`src/rtl/lcsd_pkg.sv`:
```
// ---------------------------------------------------------------------------
// lcsd_pkg - shared types and constants for the LED cube scan driver
// Action codes, cube geometry, anode wiring tables and bit-order helpers.
// ---------------------------------------------------------------------------
package lcsd_pkg;

  localparam int unsigned CoordW  = 3;
  localparam int unsigned NumLay  = 1 << CoordW;        // layers, rows, columns
  localparam int unsigned WordW   = NumLay * NumLay;    // LEDs per layer
  localparam int unsigned ByteW   = 8;
  localparam int unsigned IdxW    = 4;

  typedef logic [CoordW-1:0] coord_t;
  typedef logic [WordW-1:0]  layer_word_t;
  typedef logic [ByteW-1:0]  byte_t;
  typedef logic [IdxW-1:0]   byte_idx_t;

  localparam logic [2:0] ACT_SET_LED     = 3'd0;
  localparam logic [2:0] ACT_CLR_LED     = 3'd1;
  localparam logic [2:0] ACT_SET_LAYER   = 3'd2;
  localparam logic [2:0] ACT_CLR_LAYER   = 3'd3;
  localparam logic [2:0] ACT_CLR_COLUMN  = 3'd4;
  localparam logic [2:0] ACT_CLR_ALL     = 3'd5;
  localparam logic [2:0] ACT_REFRESH     = 3'd6;

  localparam byte_idx_t CATHODE_IDX = 4'd0;
  localparam byte_idx_t LAST_IDX    = 4'd8;

  // anode wiring: bit position b of a byte reads column ANODE_X[b],
  // byte k of the anode stream reads row ANODE_Y[k]
  localparam coord_t ANODE_X [NumLay] = '{3'd6, 3'd5, 3'd4, 3'd3, 3'd2, 3'd1, 3'd0, 3'd7};
  localparam coord_t ANODE_Y [NumLay] = '{3'd0, 3'd2, 3'd5, 3'd7, 3'd6, 3'd4, 3'd3, 3'd1};
  localparam coord_t CATHODE_MAP [NumLay] =
    '{3'd0, 3'd1, 3'd2, 3'd3, 3'd4, 3'd5, 3'd6, 3'd7};

  typedef struct packed {
    logic   valid;
    logic [2:0] action;
    coord_t x;
    coord_t y;
    coord_t z;
  } lcsd_edit_t;

  function automatic byte_t cathode_byte(input coord_t layer);
    byte_t v;
    v = '0;
    for (int p = 0; p < NumLay; p++) begin
      if (CATHODE_MAP[p] == layer) v[ByteW-1-p] = 1'b1;
    end
    return v;
  endfunction

  // Reorder a layer word into shift order: anode byte k in bits [63-8k -: 8]
  function automatic layer_word_t shift_order(input layer_word_t w);
    layer_word_t s;
    s = '0;
    for (int k = 0; k < NumLay; k++) begin
      for (int b = 0; b < NumLay; b++) begin
        s[WordW-1-(k*ByteW)-b] = w[{ANODE_Y[k], ANODE_X[b]}];
      end
    end
    return s;
  endfunction

endpackage

```
`src/rtl/led_cube_layer_scan_driver_top.sv`:
```
// ---------------------------------------------------------------------------
// led_cube_layer_scan_driver_top - 8x8x8 LED cube frame store and scan-out
// Edit transactions change the frame store; a refresh transaction streams
// nine shift bytes for the current scan layer and advances the layer on acceptance.
// ---------------------------------------------------------------------------
// Usage:
//   Input channel (in_valid/in_ready) takes one action per transaction.
//   Edit actions finish in the accepting cycle and produce no output; with
//   no refresh in flight in_ready stays high, one edit per cycle.
//   A refresh copies the scan layer word into a 64-bit shift register.
//   The output channel then carries the cathode byte (index 0), followed
//   by anode bytes 1 to 8, one per cycle while out_ready is high;
//   latch_now marks byte 8.
//   After a refresh is accepted, in_ready is low until byte 8 enters the
//   output register, so no new action is taken while the byte-serial shift
//   register is emptied. A stall on out_ready holds the output register
//   and freezes the shift register.
//   Reset clears every LED and sets the scan layer to 0.
// ---------------------------------------------------------------------------
module led_cube_layer_scan_driver_top (
  input  logic       clk,
  input  logic       rst_n,
  input  logic       in_valid,
  output logic       in_ready,
  input  logic [2:0] in_action,
  input  logic [2:0] in_x_pos,
  input  logic [2:0] in_y_pos,
  input  logic [2:0] in_z_pos,
  output logic       out_valid,
  input  logic       out_ready,
  output logic [7:0] out_shift_byte,
  output logic [3:0] out_byte_index,
  output logic [2:0] out_layer_shown,
  output logic       out_latch_now
);
  import lcsd_pkg::*;

  logic        in_fire;
  logic        busy;
  logic        start;
  lcsd_edit_t  edit;
  coord_t      scan_layer;
  layer_word_t rd_word;

  assign in_ready = !busy;
  assign in_fire  = in_valid && in_ready;
  assign start    = in_fire && (in_action == ACT_REFRESH);

  assign edit.valid  = in_fire;
  assign edit.action = in_action;
  assign edit.x      = in_x_pos;
  assign edit.y      = in_y_pos;
  assign edit.z      = in_z_pos;

  lcsd_frame_store u_store (
    .clk      (clk),
    .rst_n    (rst_n),
    .edit     (edit),
    .rd_layer (scan_layer),
    .rd_word  (rd_word)
  );

  lcsd_scan_serializer u_scan (
    .clk             (clk),
    .rst_n           (rst_n),
    .start           (start),
    .word            (rd_word),
    .scan_layer      (scan_layer),
    .busy            (busy),
    .out_valid       (out_valid),
    .out_ready       (out_ready),
    .out_shift_byte  (out_shift_byte),
    .out_byte_index  (out_byte_index),
    .out_layer_shown (out_layer_shown),
    .out_latch_now   (out_latch_now)
  );

endmodule

```
`src/rtl/lcsd_frame_store.sv`:
```
// ---------------------------------------------------------------------------
// lcsd_frame_store - 8 layers x 64 LED bits with edit logic
// Applies one edit per cycle and offers one layer word on a read port.
// ---------------------------------------------------------------------------
module lcsd_frame_store (
  input  logic                 clk,
  input  logic                 rst_n,
  input  lcsd_pkg::lcsd_edit_t edit,
  input  lcsd_pkg::coord_t     rd_layer,
  output lcsd_pkg::layer_word_t rd_word
);
  import lcsd_pkg::*;

  layer_word_t store_r   [NumLay];
  layer_word_t store_nxt [NumLay];
  layer_word_t led_mask;

  assign led_mask = layer_word_t'(1) << {edit.y, edit.x};
  assign rd_word  = store_r[rd_layer];

  always_comb begin
    for (int k = 0; k < NumLay; k++) begin
      store_nxt[k] = store_r[k];
      if (edit.valid) begin
        case (edit.action)
          ACT_SET_LED:    if (coord_t'(k) == edit.z) store_nxt[k] = store_r[k] | led_mask;
          ACT_CLR_LED:    if (coord_t'(k) == edit.z) store_nxt[k] = store_r[k] & ~led_mask;
          ACT_SET_LAYER:  if (coord_t'(k) == edit.z) store_nxt[k] = '1;
          ACT_CLR_LAYER:  if (coord_t'(k) == edit.z) store_nxt[k] = '0;
          ACT_CLR_COLUMN: store_nxt[k] = store_r[k] & ~led_mask;
          ACT_CLR_ALL:    store_nxt[k] = '0;
          default:        store_nxt[k] = store_r[k];
        endcase
      end
    end
  end

  always_ff @(posedge clk) begin
    for (int k = 0; k < NumLay; k++) begin
      if (!rst_n) begin
        store_r[k] <= '0;
      end else begin
        store_r[k] <= store_nxt[k];
      end
    end
  end

endmodule

```
`src/rtl/lcsd_scan_serializer.sv`:
```
// ---------------------------------------------------------------------------
// lcsd_scan_serializer - byte-serial scan-out of one layer
// Holds the scan layer, loads a layer word into a shift register and emits
// the cathode byte then eight anode bytes through an output register.
// ---------------------------------------------------------------------------
module lcsd_scan_serializer (
  input  logic                  clk,
  input  logic                  rst_n,
  input  logic                  start,
  input  lcsd_pkg::layer_word_t word,
  output lcsd_pkg::coord_t      scan_layer,
  output logic                  busy,
  output logic                  out_valid,
  input  logic                  out_ready,
  output lcsd_pkg::byte_t       out_shift_byte,
  output lcsd_pkg::byte_idx_t   out_byte_index,
  output lcsd_pkg::coord_t      out_layer_shown,
  output logic                  out_latch_now
);
  import lcsd_pkg::*;

  logic        busy_r;
  byte_idx_t   idx_r;
  layer_word_t shreg_r;
  coord_t      layer_r;
  coord_t      scan_layer_r;
  logic        out_valid_r;
  byte_t       out_byte_r;
  byte_idx_t   out_idx_r;
  coord_t      out_layer_r;
  logic        out_latch_r;
  logic        emit;

  assign emit = busy_r && (!out_valid_r || out_ready);

  always_ff @(posedge clk) begin
    if (!rst_n) begin
      busy_r       <= 1'b0;
      idx_r        <= CATHODE_IDX;
      scan_layer_r <= '0;
      out_valid_r  <= 1'b0;
    end else begin
      if (start) begin
        busy_r       <= 1'b1;
        idx_r        <= CATHODE_IDX;
        scan_layer_r <= scan_layer_r + coord_t'(1);
      end else if (emit) begin
        idx_r <= idx_r + byte_idx_t'(1);
        if (idx_r == LAST_IDX) busy_r <= 1'b0;
      end
      if (emit) begin
        out_valid_r <= 1'b1;
      end else if (out_ready) begin
        out_valid_r <= 1'b0;
      end
    end
  end

  // datapath, no reset needed
  always_ff @(posedge clk) begin
    if (start) begin
      shreg_r <= shift_order(word);
      layer_r <= scan_layer_r;
    end else if (emit && idx_r != CATHODE_IDX) begin
      shreg_r <= shreg_r << ByteW;
    end
    if (emit) begin
      out_byte_r  <= (idx_r == CATHODE_IDX) ? cathode_byte(layer_r)
                                            : shreg_r[WordW-1 -: ByteW];
      out_idx_r   <= idx_r;
      out_layer_r <= layer_r;
      out_latch_r <= (idx_r == LAST_IDX);
    end
  end

  assign scan_layer      = scan_layer_r;
  assign busy            = busy_r;
  assign out_valid       = out_valid_r;
  assign out_shift_byte  = out_byte_r;
  assign out_byte_index  = out_idx_r;
  assign out_layer_shown = out_layer_r;
  assign out_latch_now   = out_latch_r;

endmodule

```
`config.mk`:
```
export PLATFORM = sky130hd
export DESIGN_NAME = led_cube_layer_scan_driver_top
export DESIGN_NICKNAME = d
export VERILOG_FILES = /design/src/rtl/lcsd_pkg.sv /design/src/rtl/led_cube_layer_scan_driver_top.sv /design/src/rtl/lcsd_frame_store.sv /design/src/rtl/lcsd_scan_serializer.sv
export SDC_FILE = /design/constraint.sdc
export NUM_CORES = 1
export LEC_CHECK = 0
export ABC_AREA = 0
export BUFFER_PORTS_ARGS = -buffer_cell sky130_fd_sc_hd__buf_2
export CELL_PAD_IN_SITES_DETAIL_PLACEMENT = 0
export CELL_PAD_IN_SITES_GLOBAL_PLACEMENT = 1
export CORE_MARGIN = 2
export CORE_UTILIZATION = 40
export DETAILED_ROUTE_END_ITERATION = 12
export PLACE_DENSITY = 0.66
export SYNTH_ARGS = -nofsm -noshare
export SYNTH_HDL_FRONTEND = slang
export SYNTH_SLANG_ARGS = --single-unit
```
`constraint.sdc`:
```
create_clock -name clk -period 4.2 [get_ports clk]
set_input_delay 1.26 -clock clk [delete_from_list [all_inputs] [get_ports clk]]
set_output_delay 1.26 -clock clk [all_outputs]
set_load 0.01 [all_outputs]
```
; ---- Word level (Yosys, flattened, before mapping)
; Memory sizes are Yosys's and may differ from the RTL's. A register that Yosys moved wholly into a read port is not among the register bits.
; Cells that the tools add are included.
[totals]
inputBits = 16
register_bits = 92
mem_bits_ro = 0
out_inout_bits = 18
latch_bits = 0
mem_count = 1
mem_bits_rw = 512
elab_cells = 155
[classes]
n_reduce_logical = 18
magnitude_cmp = 0
bitwise_logic = 26
eq_ne = 21
shift = 1
muxes = 76
n_addsub = 2
div = 0
multipliers = 0
[mem_list]
columns = name, depth, width, read_ports, rd_clocked_by_memory_dff, wr, line_no
row1 = u_store.store_r, 8, 64, 9, 1, 8, lcsd_frame_store.sv:14  ; layer_word_t store_r [NumLay];
[op_table]
columns = op, count
row1 = $mux 64, 50
row2 = $pmux 64 s6, 8
row3 = $and 64x64->64, 8
row4 = $or 64x64->64, 8
row5 = $not 64->64, 1
row6 = $shl 1x6->64 const A, 1
row7 = $eq 3x3->1 const A, 8
row8 = $mux 1, 15
row9 = $eq 2x3->1 const A, 4
row10 = $eq 3x3->1 const B, 3
row11 = $logic_not 3->1, 3
row12 = $mux 8, 1
row13 = $or 1x1->1, 8
row14 = $reduce_bool 2->1, 4
row15 = $eq 1x3->1 const A, 2
row16 = $eq 3x2->1 const B, 2
row17 = $mux 3, 2
row18 = $add 4x1->4 const B, 1
row19 = $eq 4x4->1 const B, 1
row20 = $logic_and 1x1->1, 4
row21 = $logic_not 4->1, 1
row22 = $reduce_bool 4->1, 1
row23 = $add 3x1->3 const B, 1
row24 = $eq 3x1->1 const B, 1
row25 = other kinds (5), 6

; ---- Longest topological paths before layout
; Gate-level depths: netlist of the first run.
[depth]
depth_word = 7
depth_mapped = 7
depth_no_buf = 5

; ---- Hierarchy
; From an unflattened synthesis of the first run, not the netlist that was laid out.
[hier_totals]
hier_cells = 2922
area_unflattened_um2 = 28225.8
[modules_own_cells]
columns = module, seq_area_each_um2, area_each_um2, cells_per_inst, instances
row1 = lcsd_frame_store, 10249.8, 24389.6, 2693, 1
row2 = lcsd_scan_serializer, 2672.6, 3813.7, 226, 1
row3 = led_cube_layer_scan_driver_top, 0.0, 22.5, 3, 1

; ---- Worst setup path after synthesis of the first run
; Ideal clock, no wire load.
[synth_timing]
path_type = input port to flip-flop
startpoint = input port in_action[2]
endpoint = register u_scan.shreg_r[0] (enable)
slack_ns = 0.364
setup_ns = 0.421
arrival_time_ns = 3.416
path_stages = 6
required_ns = 3.779
path_buffers = 2
path_cell_list = buf_2 > and2_1 > nand2_1 > clkbuf_1 > inv_1 > a21o_1
[synth_between]
elab_chain_len = 3
[synth_lines]
columns = item, line_no
row1 = "start, declared", led_cube_layer_scan_driver_top.sv:25  ; input logic [2:0] in_action,
row2 = $eq 3x3->1, led_cube_layer_scan_driver_top.sv:47  ; assign start = in_fire && (in_action == ACT_REFRESH);
row3 = $logic_and 1x1->1, led_cube_layer_scan_driver_top.sv:47
row4 = via start, led_cube_layer_scan_driver_top.sv:40  ; logic start;
row5 = $reduce_bool 2->1 (no source line), -
row6 = "end signal, assigned", lcsd_scan_serializer.sv:62  ; shreg_r <= shift_order(word);
row7 = "end signal, assigned", lcsd_scan_serializer.sv:65  ; shreg_r <= shreg_r << ByteW;
row8 = "end, declared", lcsd_scan_serializer.sv:24  ; layer_word_t shreg_r;
; The timed path passes the listed nets, and every way through them passes these cells.
; A chain may end at the register's enable or synchronous reset.

==> results of run 1 <==
-- through the flow --
| stage | instance area [sq um] | utilization (%) | hold WS, ns |
|---|---|---|---|
| 3_3_place_gp | 27900 | 42.3 | 0.449 |
| 2_1_floorplan | 26800 | - | 0.429 |
| 5_1_grt | 30200 | 45.7 | 0.482 |
| 3_5_place_dp | 27900 | 42.3 | 0.444 |
| 4_1_cts | 30200 | 45.7 | 0.460 |
| 6_report | 30200 | 45.7 | 0.459 |
-- placed cells by master, fill, tap and decap left out, types with 3 or more instances in the layout --
master and instances:
sky130_fd_sc_hd__dfxtp_1 521, sky130_fd_sc_hd__nand3_1 7, sky130_fd_sc_hd__buf_4 55, sky130_fd_sc_hd__a21oi_1 65, sky130_fd_sc_hd__clkbuf_16 71, sky130_fd_sc_hd__mux4_2 128
sky130_fd_sc_hd__dfxtp_4 3, sky130_fd_sc_hd__nor4b_4 4, sky130_fd_sc_hd__nor4bb_1 3, sky130_fd_sc_hd__clkbuf_8 18, sky130_fd_sc_hd__clkinv_1 3, sky130_fd_sc_hd__buf_12 19
sky130_fd_sc_hd__ha_1 3, sky130_fd_sc_hd__o41ai_1 4, sky130_fd_sc_hd__o21ai_4 6, sky130_fd_sc_hd__edfxtp_1 83, sky130_fd_sc_hd__inv_1 7, sky130_fd_sc_hd__clkinv_2 4
sky130_fd_sc_hd__a211oi_2 63, sky130_fd_sc_hd__and4b_1 4, sky130_fd_sc_hd__xnor2_1 3, sky130_fd_sc_hd__nand2_1 71, sky130_fd_sc_hd__nor2_1 81, sky130_fd_sc_hd__nor4bb_2 3
sky130_fd_sc_hd__o2111ai_4 6, sky130_fd_sc_hd__buf_2 31, sky130_fd_sc_hd__mux2i_1 64, sky130_fd_sc_hd__and2_1 5, sky130_fd_sc_hd__bufinv_16 3, sky130_fd_sc_hd__and3b_1 5
sky130_fd_sc_hd__o21ai_0 509, sky130_fd_sc_hd__o211ai_1 450, sky130_fd_sc_hd__clkbuf_1 18, sky130_fd_sc_hd__nor3b_1 4, sky130_fd_sc_hd__o221a_2 62
-- cells by family (layout without fill, tap and decap cells) --
logic type	count (synthesis)	count (layout)	share of synthesized area, %
xor+xnor	6	6	0.224
simple gates	204	204	3.85
compound gates	1176	1176	29.8
mux	192	192	13.2
buf+inv	268	233	4.26
fa+ha+maj	3	3	0.140
flops	607	607	48.5
-- worst register-to-register path, stage by stage (launching register included) --
cell and delay [ns]:
sky130_fd_sc_hd__dfxtp_1 0.37, sky130_fd_sc_hd__nor3b_1 0.29, sky130_fd_sc_hd__and3b_1 0.68, sky130_fd_sc_hd__o21ai_4 0.46, sky130_fd_sc_hd__buf_12 0.34, sky130_fd_sc_hd__o21ai_0 0.18
-- worst max-delay path by stage --
| stage | start | endpoint | cells past startpoint |
|---|---|---|---|
| after floorplan | in_action[2] | u_scan.shreg_r[0] | 6 |
| after global placement | in_action[2] | u_store.store_r[0][63] | 6 |
| after detailed placement | in_action[2] | u_store.store_r[4][60] | 7 |
| after CTS | in_action[2] | u_store.store_r[0][63] | 6 |
| after global routing | in_action[2] | u_store.store_r[0][33] | 6 |
| final | in_action[2] | u_store.store_r[4][32] | 7 |
-- cell type report --
class                      instances  area, sq um
inverter                           7         26.3
multi-input combinational       1581        12900
tap                              864         1080
clock buffer                     107         2090
sequential                       607        13000
fill                            6004        35800
clock inverter                    13          145
timing repair buffer             106          963
-- per-layer routing --
metal | vias to the layer above | global-route usage, % | share of wire [%]
met2 | 915 | 38.8 | 45
li1 | 9494 | - | -
met3 | 134 | 4.29 | 7.8
met5 | - | 0 | 0
met1 | 10800 | 35.0 | 45
met4 | 0 | 7.36 | 2.3
-- state kept, by name, indices dropped and copies added, names as in the netlist, 3 cells and up, named ones only --
signal                  cells
u_scan.idx_r                4
u_scan.shreg_r             64
u_scan.out_byte_index       4
u_scan.out_shift_byte       8
u_scan.out_layer_shown      3
u_scan.scan_layer           3
u_store.store_r           512
u_scan.layer_r              3
-- power by group --
| part | internal, mW | switching, mW | total [mW] |
|---|---|---|---|
| Combinational | 0.220 | 0.759 | 0.979 |
| Sequential | 5.94 | 0.0373 | 5.98 |
| Clock | 3.59 | 2.39 | 5.98 |
| Total | 9.75 | 3.18 | 12.9 |
==> flow_results.xml, run 1 <==
<?xml version="1.0" encoding="UTF-8"?>
<metrics>
  <group name="outcome">
    <metric name="outcome" unit="">finished, final reports clean</metric>
  </group>
  <group name="synthesis">
    <metric name="synthTopCellsByArea" unit="">sky130_fd_sc_hd__dfxtp_1 (39%), sky130_fd_sc_hd__o211ai_1 (13%), sky130_fd_sc_hd__mux4_2 (11%)</metric>
    <metric name="synth.cells.most_frequent" unit="">sky130_fd_sc_hd__dfxtp_1 (524), sky130_fd_sc_hd__o21ai_0 (509), sky130_fd_sc_hd__o211ai_1 (450), sky130_fd_sc_hd__clkbuf_1 (142), sky130_fd_sc_hd__mux4_2 (128)</metric>
    <metric name="synth_top_area_share" unit="%">39.2</metric>
    <metric name="most_frequent_cell_after_synthesis" unit="">sky130_fd_sc_hd__dfxtp_1</metric>
    <metric name="syn_inst" unit="">2456</metric>
    <metric name="synth_ff_type" unit="">sky130_fd_sc_hd__dfxtp_1</metric>
    <metric name="synth_largest_area_cell" unit="">sky130_fd_sc_hd__dfxtp_1</metric>
    <metric name="postSynthRegisterBits" unit="">607</metric>
    <metric name="syn_area_per_cell" unit="sq um">10.9</metric>
    <metric name="synth-warning-count" unit="">0</metric>
    <metric name="yosysUniqueCellTypes" unit="">49</metric>
    <metric name="synth_edf_count" unit="">83</metric>
    <metric name="syn_nets" unit="">2475</metric>
    <metric name="synthesis.area" unit="sq um">26800</metric>
    <metric name="async_reset_ff_share" unit="%">0</metric>
    <metric name="yosysSeqAreaShare" unit="%">48.5</metric>
  </group>
  <group name="cts">
    <metric name="clockRootBuffer" unit="">sky130_fd_sc_hd__clkbuf_16</metric>
    <metric name="cts-resized-gates" unit="">0</metric>
    <metric name="tritoncts" unit="">done</metric>
    <metric name="tritoncts.num_buffers" unit="">66</metric>
    <metric name="clock_insertion_delay_worst_skew" unit="ns">0.60</metric>
    <metric name="cts_htree_levels" unit="">3</metric>
    <metric name="clock_sinks" unit="">607</metric>
    <metric name="cts-root-to-sink-buffers" unit="">3</metric>
    <metric name="worst_setup_hold_path_clk_slew" unit="ns">0.06</metric>
    <metric name="post_cts_buffers" unit="">0</metric>
    <metric name="post_cts_hold_buffer_count" unit="">0</metric>
  </group>
  <group name="placement">
    <metric name="dpl_worst_slack" unit="ns">0.617</metric>
    <metric name="dp_hpwl" unit="mm">44.4</metric>
    <metric name="dp.cells" unit="">3165</metric>
    <metric name="numPortBuffers" unit="">33</metric>
    <metric name="gp_routability_congestion" unit="">0.748</metric>
  </group>
  <group name="min_path">
    <metric name="timing.hold.worst.start" unit="">u_scan.scan_layer[2]</metric>
    <metric name="hold_crit_class" unit="">reg2reg</metric>
    <metric name="hold_end" unit="">u_scan.layer_r[2]</metric>
    <metric name="worstHoldPathCells" unit="">0</metric>
  </group>
  <group name="final_layout">
    <metric name="final_net_count" unit="">2388</metric>
    <metric name="finalNonFillerCells" unit="">3285</metric>
    <metric name="share_of_post_route_cells_with_drive_strength_above_1" unit="%">20.4</metric>
    <metric name="diodes" unit="">0</metric>
    <metric name="area_delta_synth_final" unit="%">12.7</metric>
  </group>
  <group name="route">
    <metric name="routed_wire_length_per_instance" unit="microns">26.4</metric>
    <metric name="route.vias.total" unit="">21300</metric>
    <metric name="route.antenna.remaining_nets" unit="">0</metric>
    <metric name="drtIter0Drc" unit="">2306</metric>
    <metric name="drtPass1Iterations" unit="">5</metric>
    <metric name="post-route-drc-count" unit="">0</metric>
    <metric name="via_per_inst" unit="">6.50</metric>
    <metric name="drt-total-wl" unit="mm">86.7</metric>
  </group>
  <group name="global_route">
    <metric name="first_global_vias" unit="">21100</metric>
    <metric name="global_route.overflow_total" unit="">0</metric>
    <metric name="grt_first_pass_wirelength" unit="mm">133</metric>
    <metric name="grt_max_degree" unit="">221</metric>
    <metric name="track_usage" unit="%">24.7</metric>
    <metric name="antenna_found_initial" unit="">1</metric>
  </group>
  <group name="floorplanning">
    <metric name="die-height" unit="microns">263</metric>
    <metric name="floorplan.initialDensity" unit="%">40.6</metric>
    <metric name="die_area" unit="sq um">69000</metric>
    <metric name="core.rowCount" unit="">94</metric>
    <metric name="design.core.area" unit="sq um">66000</metric>
    <metric name="die_width" unit="microns">263</metric>
    <metric name="io_pins" unit="">34</metric>
  </group>
  <group name="critical_path">
    <metric name="cp.arrival" unit="ns">3.50</metric>
    <metric name="worstReg2RegStart" unit="">u_scan.busy</metric>
    <metric name="start_kind" unit="">input pin</metric>
    <metric name="worst_r2r_end" unit="">u_store.store_r[1][8]</metric>
    <metric name="cp.required" unit="ns">4.71</metric>
    <metric name="r2r_slack" unit="ns">1.79</metric>
    <metric name="timing.critical_path.fanout_max" unit="">36</metric>
    <metric name="critPathKind" unit="">in2reg</metric>
    <metric name="critical-path-top-delay-family" unit="">buffers and inverters</metric>
    <metric name="reg2reg_depth" unit="">5</metric>
    <metric name="critPathMostFrequentCell" unit="">sky130_fd_sc_hd__buf_4</metric>
    <metric name="cp.buffers_inverters" unit="">3</metric>
    <metric name="crit_path_cell_trace" unit="">buf_2 -&gt; or3_1 -&gt; o2111ai_4 -&gt; buf_4 -&gt; buf_4 -&gt; o211ai_1 -&gt; o21ai_0</metric>
    <metric name="cp_slowest_cell" unit="">sky130_fd_sc_hd__or3_1</metric>
    <metric name="endpoint_kind" unit="">flip-flop</metric>
    <metric name="crit_path_max_incr_delay" unit="ns">0.60</metric>
  </group>
  <group name="power">
    <metric name="peak_supply_drop" unit="V">0.000292</metric>
    <metric name="power.leakage" unit="nW">9.42</metric>
    <metric name="powerDensity" unit="nW/um^2">429</metric>
    <metric name="total_power" unit="mW">12.9</metric>
  </group>
  <group name="sta">
    <metric name="finalClockSkew" unit="ns">0.0235</metric>
    <metric name="rsz0062_at_grt" unit="">no</metric>
    <metric name="finalCriticalPeriod" unit="ns">2.99</metric>
    <metric name="worst-slew-pin-transition" unit="ns">1.11</metric>
    <metric name="max-slew-margin-rel" unit="%">25.8</metric>
    <metric name="fin_setup_tns" unit="ns">0</metric>
    <metric name="max_freq" unit="MHz">334</metric>
    <metric name="fin_crit_sh" unit="%">71.3</metric>
    <metric name="timing.final.hold_violations" unit="">0</metric>
    <metric name="timing.final.setup_violations" unit="">0</metric>
    <metric name="timing_max_transition_violations_final" unit="">0</metric>
    <metric name="final_critical_path_setup_slack" unit="ns">1.21</metric>
  </group>
  <group name="job">
    <metric name="maxCapViolCount" unit="">0</metric>
  </group>
</metrics>
Power figures use the tool's default switching activity.
==> run 2, diff against run 1 <==
clock period = 3 ns   (was 4.2 ns; I/O delays follow)
==> run 2 against run 1 <==
  * Power rose by 42%
  * Count of clock-buffer cells in the layout down 2
  * Global-route usage grew 0.70 points
  * Largest power group is now clock
==> flow_results.xml, run 2 (synthesis results as in run 1) <==
<?xml version="1.0" encoding="UTF-8"?>
<metrics>
  <group name="outcome">
    <metric name="outcome" unit="">finished, final reports clean</metric>
  </group>
  <group name="cts">
    <metric name="cts-resized-gates" unit="">0</metric>
    <metric name="clock_insertion_delay_worst_skew" unit="ns">0.61</metric>
    <metric name="post_cts_hold_buffer_count" unit="">0</metric>
    <metric name="tritoncts.num_buffers" unit="">70</metric>
    <metric name="clockRootBuffer" unit="">sky130_fd_sc_hd__clkbuf_16</metric>
    <metric name="cts-root-to-sink-buffers" unit="">3</metric>
    <metric name="clock_sinks" unit="">607</metric>
    <metric name="post_cts_buffers" unit="">0</metric>
    <metric name="worst_setup_hold_path_clk_slew" unit="ns">0.06</metric>
    <metric name="cts_htree_levels" unit="">3</metric>
    <metric name="tritoncts" unit="">done</metric>
  </group>
  <group name="power">
    <metric name="power.leakage" unit="nW">9.76</metric>
    <metric name="intPower" unit="mW">13.8</metric>
    <metric name="power_frac_seq" unit="%">45.6</metric>
    <metric name="switching_share" unit="%">24.8</metric>
    <metric name="net_switching_power" unit="mW">4.55</metric>
    <metric name="powerDensity" unit="nW/um^2">596</metric>
    <metric name="total_power" unit="mW">18.3</metric>
    <metric name="power_share_of_the_clock_group" unit="%">46.5</metric>
    <metric name="peak_supply_drop" unit="V">0.000336</metric>
    <metric name="pwr-share-comb" unit="%">7.9</metric>
  </group>
  <group name="placement">
    <metric name="dp.cells" unit="">3201</metric>
    <metric name="dpl_worst_slack" unit="ns">0.0435</metric>
    <metric name="numPortBuffers" unit="">33</metric>
    <metric name="dp_hpwl" unit="mm">47.6</metric>
    <metric name="gp_routability_congestion" unit="">0.753</metric>
    <metric name="area_of_placed_instances" unit="sq um">28500</metric>
  </group>
  <group name="sta">
    <metric name="finalCriticalPeriod" unit="ns">2.40</metric>
    <metric name="max-slew-margin-rel" unit="%">6.35</metric>
    <metric name="worst_hold_slack_after_final_layout" unit="ns">0.463</metric>
    <metric name="finalClockSkew" unit="ns">0.0181</metric>
    <metric name="fin_crit_sh" unit="%">80.1</metric>
    <metric name="fin_setup_tns" unit="ns">0</metric>
    <metric name="rsz0062_at_grt" unit="">no</metric>
    <metric name="max_freq" unit="MHz">416</metric>
    <metric name="timing.final.setup_violations" unit="">0</metric>
    <metric name="worst-slew-pin-transition" unit="ns">1.40</metric>
    <metric name="timing_max_transition_violations_final" unit="">0</metric>
    <metric name="final_critical_path_setup_slack" unit="ns">0.597</metric>
    <metric name="timing.final.hold_violations" unit="">0</metric>
  </group>
  <group name="critical_path">
    <metric name="timing.critical_path.fanout_max" unit="">20</metric>
    <metric name="cp.required" unit="ns">3.45</metric>
    <metric name="cp_slowest_cell" unit="">sky130_fd_sc_hd__o2111ai_4</metric>
    <metric name="r2r_slack" unit="ns">0.62</metric>
    <metric name="crit_path_cell_trace" unit="">buf_2 -&gt; nor2b_1 -&gt; buf_4 -&gt; o2111ai_4 -&gt; buf_12 -&gt; o211ai_1 -&gt; o21ai_0</metric>
    <metric name="worst_r2r_end" unit="">u_store.store_r[1][52]</metric>
    <metric name="crit_path_max_incr_delay" unit="ns">0.55</metric>
    <metric name="cp.arrival" unit="ns">2.86</metric>
    <metric name="worstReg2RegStart" unit="">u_scan.busy</metric>
    <metric name="critPathKind" unit="">in2reg</metric>
    <metric name="reg2reg_depth" unit="">6</metric>
    <metric name="endpoint_kind" unit="">flip-flop</metric>
    <metric name="start_kind" unit="">input pin</metric>
  </group>
  <group name="floorplanning">
    <metric name="die_area" unit="sq um">69000</metric>
    <metric name="core.rowCount" unit="">94</metric>
    <metric name="die-height" unit="microns">263</metric>
    <metric name="floorplan.initialDensity" unit="%">40.6</metric>
    <metric name="die_width" unit="microns">263</metric>
    <metric name="io_pins" unit="">34</metric>
    <metric name="design.core.area" unit="sq um">66000</metric>
  </group>
  <group name="route">
    <metric name="drtPass1Iterations" unit="">5</metric>
    <metric name="route.vias.total" unit="">21900</metric>
    <metric name="drt-total-wl" unit="mm">89.6</metric>
    <metric name="route.antenna.remaining_nets" unit="">0</metric>
    <metric name="drtIter0Drc" unit="">2447</metric>
    <metric name="via_per_inst" unit="">6.57</metric>
    <metric name="routed_wire_length_per_instance" unit="microns">26.9</metric>
    <metric name="post-route-drc-count" unit="">0</metric>
  </group>
  <group name="min_path">
    <metric name="timing.hold.worst.start" unit="">u_scan.scan_layer[2]</metric>
    <metric name="hold_end" unit="">u_scan.layer_r[2]</metric>
    <metric name="worstHoldPathCells" unit="">0</metric>
    <metric name="hold_crit_class" unit="">reg2reg</metric>
  </group>
  <group name="global_route">
    <metric name="antenna_found_initial" unit="">5</metric>
    <metric name="first_global_vias" unit="">21600</metric>
    <metric name="global_route.overflow_total" unit="">0</metric>
    <metric name="track_usage" unit="%">25.4</metric>
    <metric name="grt_max_degree" unit="">273</metric>
    <metric name="grt_first_pass_wirelength" unit="mm">136</metric>
  </group>
  <group name="final_layout">
    <metric name="layout.core_utilization" unit="%">46.7</metric>
    <metric name="final_net_count" unit="">2428</metric>
    <metric name="finalNonFillerCells" unit="">3327</metric>
    <metric name="top_register" unit="">u_store.store_r</metric>
    <metric name="layout.cells.most_common_list" unit="">sky130_fd_sc_hd__dfxtp_1 (521), sky130_fd_sc_hd__o21ai_0 (509), sky130_fd_sc_hd__o211ai_1 (450), sky130_fd_sc_hd__mux4_2 (128), sky130_fd_sc_hd__edfxtp_1 (83)</metric>
    <metric name="final_design_area_no_fill" unit="sq um">30800</metric>
    <metric name="layout.cells.most_common" unit="">sky130_fd_sc_hd__dfxtp_1</metric>
    <metric name="largest_register_ffs" unit="">512</metric>
    <metric name="share_of_post_route_cells_with_drive_strength_above_1" unit="%">21.9</metric>
    <metric name="area_delta_synth_final" unit="%">15.0</metric>
  </group>
  <group name="job">
    <metric name="maxCapViolCount" unit="">0</metric>
  </group>
</metrics>
## run 2: cell count changes in the layout (fill, tap and decap cells not counted), sizes merged
cell,change
clkinv,+8
clkbuf,-2
clkinvlp,-1
diode,+1
buf,+36
## run 2: layout make-up
type                            instances  area [sq um]
Antenna cell                            1          2.50
Clock buffer                          105          2110
Clock inverter                         20           185
Fill cell                            5937         35200
Inverter                                7          26.3
Multi-Input combinational cell       1581         12900
Sequential cell                       607         13000
Tap cell                              864          1080
Timing Repair Buffer                  142          1520
## run 2: power groups by stage
stage | sequential (mW) | clock, mW | combinational, mW
after floorplan | 8.53 | 0 | 0.815
after global placement | 8.54 | 0 | 1.40
after detailed placement | 8.55 | 0 | 1.42
after CTS | 8.37 | 8.68 | 1.42
after global routing | 8.38 | 9.00 | 1.51
final | 8.37 | 8.53 | 1.45
## run 2: worst max-delay path: cells and delay by family
kind | cells | cell delay (ns)
AOI/OAI and AO/OA | 3 | 0.86
buffers and inverters | 3 | 0.77
and+or+nand+nor | 1 | 0.31
## run 2: routing by layer
layer / up-vias / part of all wire, % / GRT usage [%]
met4: 8 / 2.1 / 6.99
met2: 998 / 47 / 41.1
li1: 9585 / - / -
met1: 11100 / 43 / 34.4
met5: - / 0.054 / 0
met3: 165 / 8.1 / 5.62
## run 2: worst max-delay path by stage
stage,cells past startpoint,startpoint,to
after detailed placement,6,in_y_pos[2],u_store.store_r[6][7]
after floorplan,6,in_action[2],u_scan.shreg_r[0]
after global placement,7,in_valid,u_store.store_r[1][58]
final,7,in_valid,u_store.store_r[1][52]
after CTS,6,in_y_pos[2],u_store.store_r[0][14]
after global routing,6,u_scan.busy,u_store.store_r[1][55]
